### src/rtl/core/mds_pkg.sv
`timescale 1ns / 1ps
// Shared constants, codes, types and helpers for the motion sequencer.
package mds_pkg;

  localparam int TICK_BITS = 24;
  localparam int DPT_W     = 24;
  localparam int SUM_W     = TICK_BITS + 1;
  localparam int DIST_W    = TICK_BITS + DPT_W;
  localparam int GOAL_W    = 32;
  localparam int TARGET_W  = 18;
  localparam int DUTY_W    = 8;
  localparam int CFG_IDX_W = 2;
  localparam int CFG_DATA_W = 24;

  localparam logic [TICK_BITS-1:0] TICK_MAX = {TICK_BITS{1'b1}};

  // Item kinds.
  localparam logic [1:0] MODE_CMD    = 2'd0;
  localparam logic [1:0] MODE_EDGE   = 2'd1;
  localparam logic [1:0] MODE_UPDATE = 2'd2;

  // Motion kinds, shared with the command direction field.
  localparam logic [2:0] KIND_FWD   = 3'd0;
  localparam logic [2:0] KIND_REV   = 3'd1;
  localparam logic [2:0] KIND_LEFT  = 3'd2;
  localparam logic [2:0] KIND_RIGHT = 3'd3;
  localparam logic [2:0] KIND_STOP  = 3'd4;

  // Configuration register indexes.
  localparam logic [CFG_IDX_W-1:0] REG_POWER_STEP      = 2'd0;
  localparam logic [CFG_IDX_W-1:0] REG_UPDATE_INTERVAL = 2'd1;
  localparam logic [CFG_IDX_W-1:0] REG_DIST_PER_TICK   = 2'd2;

  localparam logic [7:0]  POWER_STEP_RST = 8'd5;
  localparam logic [15:0] INTERVAL_RST   = 16'd100;
  localparam logic [DPT_W-1:0] DPT_RST   = 24'd65536;
  localparam logic [7:0]  POWER_RST      = 8'd128;

  typedef struct packed {
    logic [DUTY_W-1:0] lf;
    logic [DUTY_W-1:0] lb;
    logic [DUTY_W-1:0] rf;
    logic [DUTY_W-1:0] rb;
  } duties_t;

  function automatic duties_t drive_duties(input logic [2:0] kind,
                                           input logic [7:0] lp,
                                           input logic [7:0] rp);
    duties_t d;
    d = '0;
    case (kind)
      KIND_FWD: begin
        d.lf = lp;
        d.rf = rp;
      end
      KIND_REV: begin
        d.lb = lp;
        d.rb = rp;
      end
      KIND_LEFT: begin
        d.lb = lp;
        d.rf = rp;
      end
      KIND_RIGHT: begin
        d.lf = lp;
        d.rb = rp;
      end
      default: d = '0;
    endcase
    return d;
  endfunction

  function automatic logic [7:0] clamp_power(input logic signed [9:0] p);
    logic [7:0] r;
    if (p < 10'sd0) begin
      r = 8'd0;
    end else if (p > 10'sd255) begin
      r = 8'd255;
    end else begin
      r = p[7:0];
    end
    return r;
  endfunction

endpackage

### src/rtl/core/mds_item_if.sv
`timescale 1ns / 1ps
// Input item channel: command, encoder edge or update step.
interface mds_item_if;
  import mds_pkg::*;

  logic               valid;
  logic               ready;
  logic [1:0]         mode;
  logic [2:0]         cmd_dir;
  logic [15:0]        cmd_target;
  logic               edge_side;
  logic signed [15:0] yaw;
  logic [31:0]        now_ms;

  modport source (output valid, mode, cmd_dir, cmd_target, edge_side, yaw, now_ms,
                  input ready);
  modport sink (input valid, mode, cmd_dir, cmd_target, edge_side, yaw, now_ms,
                output ready);
endinterface

### src/rtl/core/mds_result_if.sv
`timescale 1ns / 1ps
// Result channel: drive duties and the motion finished flag.
interface mds_result_if;
  import mds_pkg::*;

  logic              valid;
  logic              ready;
  logic [DUTY_W-1:0] left_fwd_duty;
  logic [DUTY_W-1:0] left_bwd_duty;
  logic [DUTY_W-1:0] right_fwd_duty;
  logic [DUTY_W-1:0] right_bwd_duty;
  logic              done_res;

  modport source (output valid, left_fwd_duty, left_bwd_duty, right_fwd_duty,
                  right_bwd_duty, done_res, input ready);
  modport sink (input valid, left_fwd_duty, left_bwd_duty, right_fwd_duty,
                right_bwd_duty, done_res, output ready);
endinterface

### src/rtl/core/mds_cfg_if.sv
`timescale 1ns / 1ps
// Configuration write channel: register index and write data.
interface mds_cfg_if;
  import mds_pkg::*;

  logic                  valid;
  logic                  ready;
  logic [CFG_IDX_W-1:0]  index;
  logic [CFG_DATA_W-1:0] data;

  modport source (output valid, index, data, input ready);
  modport sink (input valid, index, data, output ready);
endinterface

### src/rtl/core/differential_drive_motion_sequencer.sv
`timescale 1ns / 1ps
// Top level of the two-wheel motion sequencer.
//
// Every accepted item (command, encoder edge or update step) produces exactly
// one result beat, registered and shown the cycle after acceptance; a new item
// is taken every cycle as long as the result register is empty or being
// drained. The straight-run distance product (average ticks times
// distance_per_tick) is kept in a register refreshed every cycle from the next
// tick sum, so the update step only compares against it. Configuration writes
// are taken at any time.
module differential_drive_motion_sequencer (
  input  logic clk,
  input  logic rst,
  mds_cfg_if.sink      cfg,
  mds_item_if.sink     item,
  mds_result_if.source result
);
  import mds_pkg::*;

  // Configuration registers.
  logic [7:0]       power_step, power_step_next;
  logic [15:0]      update_interval_ms, update_interval_ms_next;
  logic [DPT_W-1:0] distance_per_tick, distance_per_tick_next;

  // Motion state.
  logic [2:0]                 motion_kind, motion_kind_next;
  logic signed [TARGET_W-1:0] motion_target, motion_target_next;
  logic                       finished, finished_next;
  logic [TICK_BITS-1:0]       left_ticks, left_ticks_next;
  logic [TICK_BITS-1:0]       right_ticks, right_ticks_next;
  logic [TICK_BITS-1:0]       left_ticks_seen, left_ticks_seen_next;
  logic [TICK_BITS-1:0]       right_ticks_seen, right_ticks_seen_next;
  logic [SUM_W-1:0]           tick_sum, tick_sum_next;
  logic [DIST_W-1:0]          travel;
  logic [7:0]                 left_power, left_power_next;
  logic [7:0]                 right_power, right_power_next;
  logic [31:0]                last_balance_ms, last_balance_ms_next;
  duties_t                    duties, duties_next;

  // Result register.
  logic    out_valid, out_valid_next;
  duties_t out_duties;
  logic    out_done;

  logic                       accept;
  logic [2:0]                 dir;
  logic signed [TARGET_W-1:0] yaw_ext;
  logic signed [TARGET_W-1:0] cmd_target_ext;
  logic [GOAL_W-1:0]          goal;
  logic                       reached;
  logic [31:0]                elapsed;
  logic [TICK_BITS-1:0]       dl, dr;
  logic signed [9:0]          lp_up, lp_down, rp_up, rp_down;
  logic [7:0]                 lp_bal, rp_bal;

  assign accept     = item.valid && item.ready;
  assign item.ready = !out_valid || result.ready;
  assign cfg.ready  = 1'b1;

  assign yaw_ext        = TARGET_W'(item.yaw);
  assign cmd_target_ext = $signed({{(TARGET_W - 16){1'b0}}, item.cmd_target});
  assign dir            = (item.cmd_dir > KIND_STOP) ? KIND_STOP : item.cmd_dir;
  assign goal           = {motion_target[15:0], 16'd0};
  assign reached        = travel >= DIST_W'(goal);
  assign elapsed        = item.now_ms - last_balance_ms;

  // Ticks never fall below their seen counts, so these differences are exact.
  assign dl      = left_ticks - left_ticks_seen;
  assign dr      = right_ticks - right_ticks_seen;
  assign lp_up   = $signed({2'b00, left_power}) + $signed({2'b00, power_step});
  assign lp_down = $signed({2'b00, left_power}) - $signed({2'b00, power_step});
  assign rp_up   = $signed({2'b00, right_power}) + $signed({2'b00, power_step});
  assign rp_down = $signed({2'b00, right_power}) - $signed({2'b00, power_step});

  always_comb begin
    if (dl > dr) begin
      lp_bal = clamp_power(lp_down);
      rp_bal = clamp_power(rp_up);
    end else if (dl < dr) begin
      lp_bal = clamp_power(lp_up);
      rp_bal = clamp_power(rp_down);
    end else begin
      lp_bal = left_power;
      rp_bal = right_power;
    end
  end

  always_comb begin
    power_step_next         = power_step;
    update_interval_ms_next = update_interval_ms;
    distance_per_tick_next  = distance_per_tick;
    if (cfg.valid) begin
      case (cfg.index)
        REG_POWER_STEP:      power_step_next         = cfg.data[7:0];
        REG_UPDATE_INTERVAL: update_interval_ms_next = cfg.data[15:0];
        REG_DIST_PER_TICK:   distance_per_tick_next  = cfg.data[DPT_W-1:0];
        default: ;
      endcase
    end
  end

  always_comb begin
    motion_kind_next      = motion_kind;
    motion_target_next    = motion_target;
    finished_next         = finished;
    left_ticks_next       = left_ticks;
    right_ticks_next      = right_ticks;
    left_ticks_seen_next  = left_ticks_seen;
    right_ticks_seen_next = right_ticks_seen;
    tick_sum_next         = tick_sum;
    left_power_next       = left_power;
    right_power_next      = right_power;
    last_balance_ms_next  = last_balance_ms;
    duties_next           = duties;
    if (accept) begin
      case (item.mode)
        MODE_CMD: begin
          motion_kind_next = dir;
          finished_next    = 1'b0;
          duties_next      = drive_duties(dir, left_power, right_power);
          if (dir == KIND_FWD || dir == KIND_REV) begin
            motion_target_next    = cmd_target_ext;
            left_ticks_next       = '0;
            right_ticks_next      = '0;
            left_ticks_seen_next  = '0;
            right_ticks_seen_next = '0;
            tick_sum_next         = '0;
          end else if (dir == KIND_LEFT) begin
            motion_target_next = yaw_ext - cmd_target_ext;
          end else if (dir == KIND_RIGHT) begin
            motion_target_next = yaw_ext + cmd_target_ext;
          end
        end
        MODE_EDGE: begin
          if (item.edge_side) begin
            if (right_ticks != TICK_MAX) begin
              right_ticks_next = right_ticks + 1'b1;
              tick_sum_next    = tick_sum + 1'b1;
            end
          end else begin
            if (left_ticks != TICK_MAX) begin
              left_ticks_next = left_ticks + 1'b1;
              tick_sum_next   = tick_sum + 1'b1;
            end
          end
        end
        MODE_UPDATE: begin
          case (motion_kind)
            KIND_FWD, KIND_REV: begin
              if (reached) begin
                duties_next   = '0;
                finished_next = 1'b1;
              end else if (elapsed > {16'd0, update_interval_ms}) begin
                left_ticks_seen_next  = left_ticks;
                right_ticks_seen_next = right_ticks;
                left_power_next       = lp_bal;
                right_power_next      = rp_bal;
                duties_next           = drive_duties(motion_kind, lp_bal, rp_bal);
                last_balance_ms_next  = item.now_ms;
              end
            end
            KIND_LEFT: begin
              if (yaw_ext <= motion_target) begin
                duties_next   = '0;
                finished_next = 1'b1;
              end
            end
            KIND_RIGHT: begin
              if (yaw_ext >= motion_target) begin
                duties_next   = '0;
                finished_next = 1'b1;
              end
            end
            default: finished_next = 1'b1;
          endcase
        end
        default: ;
      endcase
    end
  end

  always_comb begin
    if (accept) begin
      out_valid_next = 1'b1;
    end else if (result.ready) begin
      out_valid_next = 1'b0;
    end else begin
      out_valid_next = out_valid;
    end
  end

  always_ff @(posedge clk) begin
    if (rst) begin
      power_step         <= POWER_STEP_RST;
      update_interval_ms <= INTERVAL_RST;
      distance_per_tick  <= DPT_RST;
      motion_kind        <= KIND_STOP;
      motion_target      <= '0;
      finished           <= 1'b1;
      left_ticks         <= '0;
      right_ticks        <= '0;
      left_ticks_seen    <= '0;
      right_ticks_seen   <= '0;
      tick_sum           <= '0;
      travel             <= '0;
      left_power         <= POWER_RST;
      right_power        <= POWER_RST;
      last_balance_ms    <= '0;
      duties             <= '0;
      out_valid          <= 1'b0;
    end else begin
      power_step         <= power_step_next;
      update_interval_ms <= update_interval_ms_next;
      distance_per_tick  <= distance_per_tick_next;
      motion_kind        <= motion_kind_next;
      motion_target      <= motion_target_next;
      finished           <= finished_next;
      left_ticks         <= left_ticks_next;
      right_ticks        <= right_ticks_next;
      left_ticks_seen    <= left_ticks_seen_next;
      right_ticks_seen   <= right_ticks_seen_next;
      tick_sum           <= tick_sum_next;
      // Distance covered so far, ready for the next update step to compare.
      travel             <= DIST_W'(tick_sum_next[SUM_W-1:1]) *
                            DIST_W'(distance_per_tick_next);
      left_power         <= left_power_next;
      right_power        <= right_power_next;
      last_balance_ms    <= last_balance_ms_next;
      duties             <= duties_next;
      out_valid          <= out_valid_next;
    end
  end

  always_ff @(posedge clk) begin
    if (accept) begin
      out_duties <= duties_next;
      out_done   <= finished_next;
    end
  end

  assign result.valid          = out_valid;
  assign result.left_fwd_duty  = out_duties.lf;
  assign result.left_bwd_duty  = out_duties.lb;
  assign result.right_fwd_duty = out_duties.rf;
  assign result.right_bwd_duty = out_duties.rb;
  assign result.done_res       = out_done;

  // Every accepted item yields a result beat in the following cycle.
  a_result_follows: assert property (@(posedge clk) disable iff (rst)
    accept |=> result.valid)
    else $error("accepted item produced no result beat");

  // A stalled result beat holds steady until the receiver takes it.
  a_result_holds: assert property (@(posedge clk) disable iff (rst)
    (result.valid && !result.ready) |=> (result.valid && $stable(out_duties) &&
     $stable(out_done)))
    else $error("stalled result beat changed before it was taken");

  // A straight command restarts the tick counts.
  a_straight_clears: assert property (@(posedge clk) disable iff (rst)
    (accept && item.mode == MODE_CMD && (item.cmd_dir == KIND_FWD ||
     item.cmd_dir == KIND_REV)) |=> (left_ticks == '0 && right_ticks == '0 &&
     tick_sum == '0))
    else $error("straight command did not clear the tick counts");

endmodule

### src/flat_wrapper.sv
// flat-port wrapper written by rule: the top's interface ports become plain ports
module differential_drive_motion_sequencer_flat import mds_pkg::*;
  (clk, rst, cfg_valid, cfg_index, cfg_data, cfg_ready, item_valid, item_mode, item_cmd_dir, item_cmd_target, item_edge_side, item_yaw, item_now_ms, item_ready, result_valid, result_left_fwd_duty, result_left_bwd_duty, result_right_fwd_duty, result_right_bwd_duty, result_done_res, result_ready);
  mds_cfg_if cfg_i ();
  mds_item_if item_i ();
  mds_result_if result_i ();
  input  logic clk;
  input  logic rst;
  input wire logic [$bits(cfg_i.valid)-1:0] cfg_valid;
  input wire logic [$bits(cfg_i.index)-1:0] cfg_index;
  input wire logic [$bits(cfg_i.data)-1:0] cfg_data;
  output wire logic [$bits(cfg_i.ready)-1:0] cfg_ready;
  input wire logic [$bits(item_i.valid)-1:0] item_valid;
  input wire logic [$bits(item_i.mode)-1:0] item_mode;
  input wire logic [$bits(item_i.cmd_dir)-1:0] item_cmd_dir;
  input wire logic [$bits(item_i.cmd_target)-1:0] item_cmd_target;
  input wire logic [$bits(item_i.edge_side)-1:0] item_edge_side;
  input wire logic [$bits(item_i.yaw)-1:0] item_yaw;
  input wire logic [$bits(item_i.now_ms)-1:0] item_now_ms;
  output wire logic [$bits(item_i.ready)-1:0] item_ready;
  output wire logic [$bits(result_i.valid)-1:0] result_valid;
  output wire logic [$bits(result_i.left_fwd_duty)-1:0] result_left_fwd_duty;
  output wire logic [$bits(result_i.left_bwd_duty)-1:0] result_left_bwd_duty;
  output wire logic [$bits(result_i.right_fwd_duty)-1:0] result_right_fwd_duty;
  output wire logic [$bits(result_i.right_bwd_duty)-1:0] result_right_bwd_duty;
  output wire logic [$bits(result_i.done_res)-1:0] result_done_res;
  input wire logic [$bits(result_i.ready)-1:0] result_ready;
  assign cfg_i.valid = cfg_valid;
  assign cfg_i.index = cfg_index;
  assign cfg_i.data = cfg_data;
  assign cfg_ready = cfg_i.ready;
  assign item_i.valid = item_valid;
  assign item_i.mode = item_mode;
  assign item_i.cmd_dir = item_cmd_dir;
  assign item_i.cmd_target = item_cmd_target;
  assign item_i.edge_side = item_edge_side;
  assign item_i.yaw = item_yaw;
  assign item_i.now_ms = item_now_ms;
  assign item_ready = item_i.ready;
  assign result_valid = result_i.valid;
  assign result_left_fwd_duty = result_i.left_fwd_duty;
  assign result_left_bwd_duty = result_i.left_bwd_duty;
  assign result_right_fwd_duty = result_i.right_fwd_duty;
  assign result_right_bwd_duty = result_i.right_bwd_duty;
  assign result_done_res = result_i.done_res;
  assign result_i.ready = result_ready;
  differential_drive_motion_sequencer u_core (.clk(clk), .rst(rst), .cfg(cfg_i), .item(item_i), .result(result_i));
endmodule
### config.mk
export PLATFORM = sky130hd
export DESIGN_NAME = differential_drive_motion_sequencer_flat
export DESIGN_NICKNAME = d
export VERILOG_FILES = /design/src/rtl/core/mds_pkg.sv /design/src/rtl/core/mds_item_if.sv /design/src/rtl/core/mds_result_if.sv /design/src/rtl/core/mds_cfg_if.sv /design/src/rtl/core/differential_drive_motion_sequencer.sv /design/src/flat_wrapper.sv
export SDC_FILE = /design/constraint.sdc
export NUM_CORES = 2
export LEC_CHECK = 0
export ABC_AREA = 1
export BUFFER_PORTS_ARGS = -buffer_cell sky130_fd_sc_hd__buf_2
export CORE_ASPECT_RATIO = 0.9
export CORE_UTILIZATION = 55
export CTS_CLUSTER_DIAMETER = 60
export DETAILED_ROUTE_END_ITERATION = 6
export PLACE_DENSITY = 0.87
export SLEW_MARGIN = 20
export SYNTH_ARGS = -nofsm -noshare
export SYNTH_HDL_FRONTEND = slang
export SYNTH_SLANG_ARGS = --single-unit
### constraint.sdc
create_clock -name clk -period 9.7 [get_ports clk]
set_input_delay 2.425 -clock clk [delete_from_list [all_inputs] [get_ports clk]]
set_output_delay 2.425 -clock clk [all_outputs]
set_load 0.03 [all_outputs]
== Word-level counts from Yosys, hierarchy flattened ==
Index checks and enable logic that the tools add are counted.

* Bits in registers: 353
* Word-level logic and storage cells: 165
* Output and inout port bits: 36
* Input bits: 101

* Eq/ne operators: 22
* $lt $le $gt $ge: 15
* Reductions and logical operators: 26
* Add/sub/neg operators: 12
* Mux-type cells: 62
* Bitwise logic cells: 1
* $mul: 1

{| class="wikitable"
|+ Operators with widths
! cell !! number
|-
| two-way mux 24 bit || 13
|-
| case mux 24 bit (2 select lines) || 4
|-
| two-way mux 32 bit || 5
|-
| two-way mux 8 bit || 20
|-
| two-way mux 25 bit || 5
|-
| case mux 32 bit (3 select lines) || 1
|-
| case mux 32 bit (2 select lines) || 1
|-
| two-way mux 18 bit || 3
|-
| case mux 25 bit (2 select lines) || 1
|-
| adder 24 x 1 -> 24 bit (second input constant) || 2
|-
| greater-or-equal comparator 48 x 32 -> 1 bit || 1
|-
| multiplier 24 x 24 -> 48 bit || 1
|-
| inequality test 24 bit (second input constant) || 2
|-
| subtractor 24 bit || 2
|-
| > comparator 10 x 9 -> 1 bit (second input constant) || 4
|-
| less-than comparator 10 x 1 -> 1 bit (second input constant) || 4
|-
| > comparator 32 x 16 -> 1 bit || 1
|-
| subtractor 32 bit || 1
|-
| adder 25 x 1 -> 25 bit (second input constant) || 1
|-
| > comparator 24 bit || 1
|-
| less-than comparator 24 bit || 1
|-
| AND reduction 5 bit || 4
|-
| adder 16 x 17 -> 18 bit || 1
|-
| adder 8 x 8 -> 9 bit || 2
|-
| other kinds (28) || 58
|}

== Logic depth before layout (Yosys ltp) ==
* Depth in word-level cells: 12
* Mapped depth: 47
* Gate-level depth less buffers: 46

== Least setup slack after synthesis ==
No wires, ideal clock.

* Path kind: input -> register
* From: input result_ready
* To: register u_core.travel[44]
* Required time: 9.578 ns
* Cell stages on the path: 37
* Buffers on the path: 2
* Arrival time: 9.644 ns
* Library setup time: 0.122 ns
* Setup slack: -0.066 ns
* Cells stage by stage: inv_1 > nand2_1 > nand2_1 > nor2_1 > inv_1 > nor2_4 > inv_2 > clkbuf_1 > o311ai_0 > nand2_1 > inv_1 > buf_2 > nor2_1 > fa_1 > inv_1 > fa_1 > inv_1 > fa_1 > inv_1 > fa_1 > inv_1 > fa_1 > fa_1 > inv_1 > fa_1 > inv_1 > ha_1 > a21oi_1 > inv_1 > a31oi_1 > o21ai_0 > a211oi_1 > o21bai_1 > a21oi_1 > o21ai_0 > o21ai_0 > a21oi_1

* Cells in the longest elaborated chain, start to end: 4

{| class="wikitable"
|+ RTL lines
! what !! RTL line !! RTL
|-
| start: declaration || flat_wrapper.sv:27 || <nowiki>input wire logic [$bits(result_i.ready)-1:0] result_ready;</nowiki>
|-
| logical OR 1 bit || differential_drive_motion_sequencer.sv:57 || <nowiki>assign item.ready = !out_valid || result.ready;</nowiki>
|-
| net item_ready || flat_wrapper.sv:20 || <nowiki>output wire logic [$bits(item_i.ready)-1:0] item_ready;</nowiki>
|-
| logical AND 1 bit || differential_drive_motion_sequencer.sv:56 || <nowiki>assign accept = item.valid && item.ready;</nowiki>
|-
| two-way mux 25 bit || differential_drive_motion_sequencer.sv:115 || <nowiki>if (accept) begin</nowiki>
|-
| multiplier 24 x 24 -> 48 bit || differential_drive_motion_sequencer.sv:224 || <nowiki>travel <= DIST_W'(tick_sum_next[SUM_W-1:1]) *</nowiki>
|-
| end signal: assignment || differential_drive_motion_sequencer.sv:224 ||
|-
| end: declaration || differential_drive_motion_sequencer.sv:34 || <nowiki>logic [DIST_W-1:0] travel;</nowiki>
|}

The timed path passes the listed nets, and every way through them passes these cells.
A chain may end at the register's enable or synchronous reset.

== Worst setup path in the final report ==
* From: input result_ready
* To: register u_core.travel[42]

* Cells in the longest elaborated chain, start to end: 4

{| class="wikitable"
|+ RTL lines
! what !! RTL line
|-
| logical OR 1 bit || differential_drive_motion_sequencer.sv:57
|-
| logical AND 1 bit || differential_drive_motion_sequencer.sv:56
|-
| two-way mux 25 bit || differential_drive_motion_sequencer.sv:115
|-
| multiplier 24 x 24 -> 48 bit || differential_drive_motion_sequencer.sv:224
|}

Every way passes these cells.

==> reports/qor.yml <==
status: "complete, but fails checks"
violations: "design-rule violations"
slew_headroom_pct: 24.56
h-tree-depth: 2
setup_viol: 0
via_count: 41730
ctsRootBufferMaster: "clkbuf_16"
worst_slew_pin_slew_ns: 1.132
fin_nets: 7296
fillers: 6829
min_from: "u_core.last_balance_ms[16]"
start_kind: "input port"
crit_path_max_fanout: 14
synth_top_area_share_pct: 22.61
grt_max_degree: 111
hold_violations: 0
period_share_pct: 96.40
stdcell_count: 7411
reg2reg_from: "u_core.left_ticks[1]"
place_inst: 7313
cts_tree: "done"
synth_top_cell_by_area: "fa_1"
end_kind: "flip-flop"
synth_nets: 7013
first_global_vias: 40990
r2r-end: "u_core.travel[46]"
port_buffers: 135
wl_um: 139300
met3WireLength_um: 15270
fin_skew_ns: 0.06243
wl_per_cell_um: 18.79
critPathRequiredTime_ns: 10.23
cts_sinks: 353
synth_area_leaders: "fa_1 23%, dfxtp_1 15%, nand2_1 11%"
core_um2: 77920
cts_buffer_depth: 3
grt_pass1_wl_um: 220800
max_stage_delay_ns: 0.55
syn_area_per_cell_um2: 7.177
drc: 4
die_area_um2: 79990
fp-row-count: 97
whs_ns: 0.4593
grt_overflow_total: 0
finalSetupTns_ns: 0
ant_nets: 0
critPathKind: "input port to flip-flop"
crit_top_cell: "fa_1"
syn2layout_area_growth_pct: 12.53
hold_class: "flip-flop to flip-flop"
initial_core_util_pct: 55.67
crit_start: "result_ready"
ios: 137
synthArstFlopShare_pct: 0
post-route-min-period_ns: 9.351
die_width_um: 298.0
fmaxAchievable_mhz: 106.9
dr.pass1.iters: 7
synth_edf_count: 33
leakage_nw: 24.51
cts_buffers: 46
arrival_ns: 9.88
drv_cap: 0
drt-met1-wl_um: 55550
r2r_cells: 41
die_h_um: 268.4
synthCells: 6044
hold-path-cell-count: 2
track_usage_pct: 35.06
synth_ff_type: "dfxtp_1"
antenna_found_initial: 7
hold_end: "u_core.last_balance_ms[16]"
clk_pin_slew_ns: 0.06
avgViaCountPerCell: 5.631
synth_cell_types: 61
ys_ff_latch: 353
netlist_area_um2: 43380
ff2ff_setup_slack_ns: 0.82
hpwl_um: 110900
ys_seq_area_share_pct: 17.05
clock_latency_ns: 0.63
slowest_stage: "fa_1"
cellPowerDensity_nw_per_um2: 92.89
globalplace.congestion: 1.040
routed.top_layer: "met5"
ir_worst_vdd_mv: 0.1416
power_mw: 4.534
layout-drive-gt1-share_pct: 10.58
yosysWarnings: 0
finalMaxSlewViolations: 0
wl_met2_um: 61270
drt_iter0_drc: 4249
-- kinds of logic after synthesis --
family / count (synthesis) / share of synthesized area, %
simple gates: 2311 / 21.78
buf+inv: 1438 / 12.77
compound gates: 962 / 12.63
fa+ha+maj: 868 / 33.52
flops: 353 / 17.05
xor+xnor: 111 / 2.241
other cells: 1 / 0.008645
-- cells in the mapped netlist, drive strengths merged, types with 62 or more instances --
cell type,instances
xor2,79
nor3,62
ha,378
buf,63
clkbuf,145
inv,1220
fa,490
nor2,627
nand2,1277
o21ai,270
nand3,245
dfxtp,320
a21oi,494
-- sequential cells by signal, summed over array words and instances (netlist names), 16 cells and up --
register / flops
u_core.distance_per_tick: 24
u_core.duties: 32
u_core.last_balance_ms: 32
u_core.left_ticks: 24
u_core.left_ticks_seen: 24
u_core.motion_target: 18
u_core.right_ticks: 24
u_core.right_ticks_seen: 24
u_core.tick_sum: 25
u_core.travel: 48
u_core.update_interval_ms: 16
-- cell usage in the layout, fill, tap and decap left out, types with 53 or more instances in the layout --
cell type	instances
ha_1	376
nor2_1	603
nand4_1	59
xor2_1	79
dfxtp_1	319
a21oi_1	478
nand3_1	241
inv_1	1192
nand2_1	1263
nor3_1	53
buf_2	134
buf_4	284
o21ai_0	243
fa_1	486
-- layout make-up --
class	count	area, µm²	share of cell area (%)
Clock inverter	33	442.9	0.9074
Sequential cell	353	7398	15.16
Antenna cell	8	20.02	0.04101
Inverter	1230	4627	9.479
Timing Repair Buffer	443	3242	6.642
Clock buffer	52	1194	2.445
Multi-Input combinational cell	4253	30590	62.66
Tap cell	1039	1300	2.663
-- metrics by stage --
step | utilization [%] | cell area, µm² | worst slack (ns)
floorplan | - | 43380 | 0.05811
global placement | 60.27 | 46960 | -0.2763
detailed placement | 60.28 | 46970 | -0.3605
CTS | 62.38 | 48600 | 0.2297
global route | 62.63 | 48800 | -0.01565
finish | 62.64 | 48810 | 0.3489
-- power by group --
group	internal [mW]	switching [mW]
clock	1.07	0.769
sequential	1.51	0.0158
combinational	0.363	0.802
-- worst max-delay path: cells and delay by family --
family	cells	cell delay, ns
fa+ha+maj	8	3.94
buf+inv	11	1.31
compound gates	7	1.20
simple gates	7	1.01
-- routing by layer --
layer,GRT usage [%],vias up
li1,-,19440
met1,45.94,19690
met2,55.42,2197
met3,7.381,404
met4,16.81,2
met5,0.4167,-
-- worst max path at each step --
stage | slack, ns | to
finish | 0.35 | u_core.travel[42]
global route | -0.02 | u_core.travel[45]
CTS | 0.23 | u_core.travel[44]
detailed placement | -0.36 | u_core.travel[44]
global placement | -0.28 | u_core.travel[42]
floorplan | 0.06 | u_core.travel[44]
-- what timing repair did --
action                                  CTS  global route
endpoints found under the setup margin    0            17
gates resized for setup                   0            44
buffers inserted                          0             5
hold buffers                              0             0
Note: power is estimated with default switching activity, not from simulation.
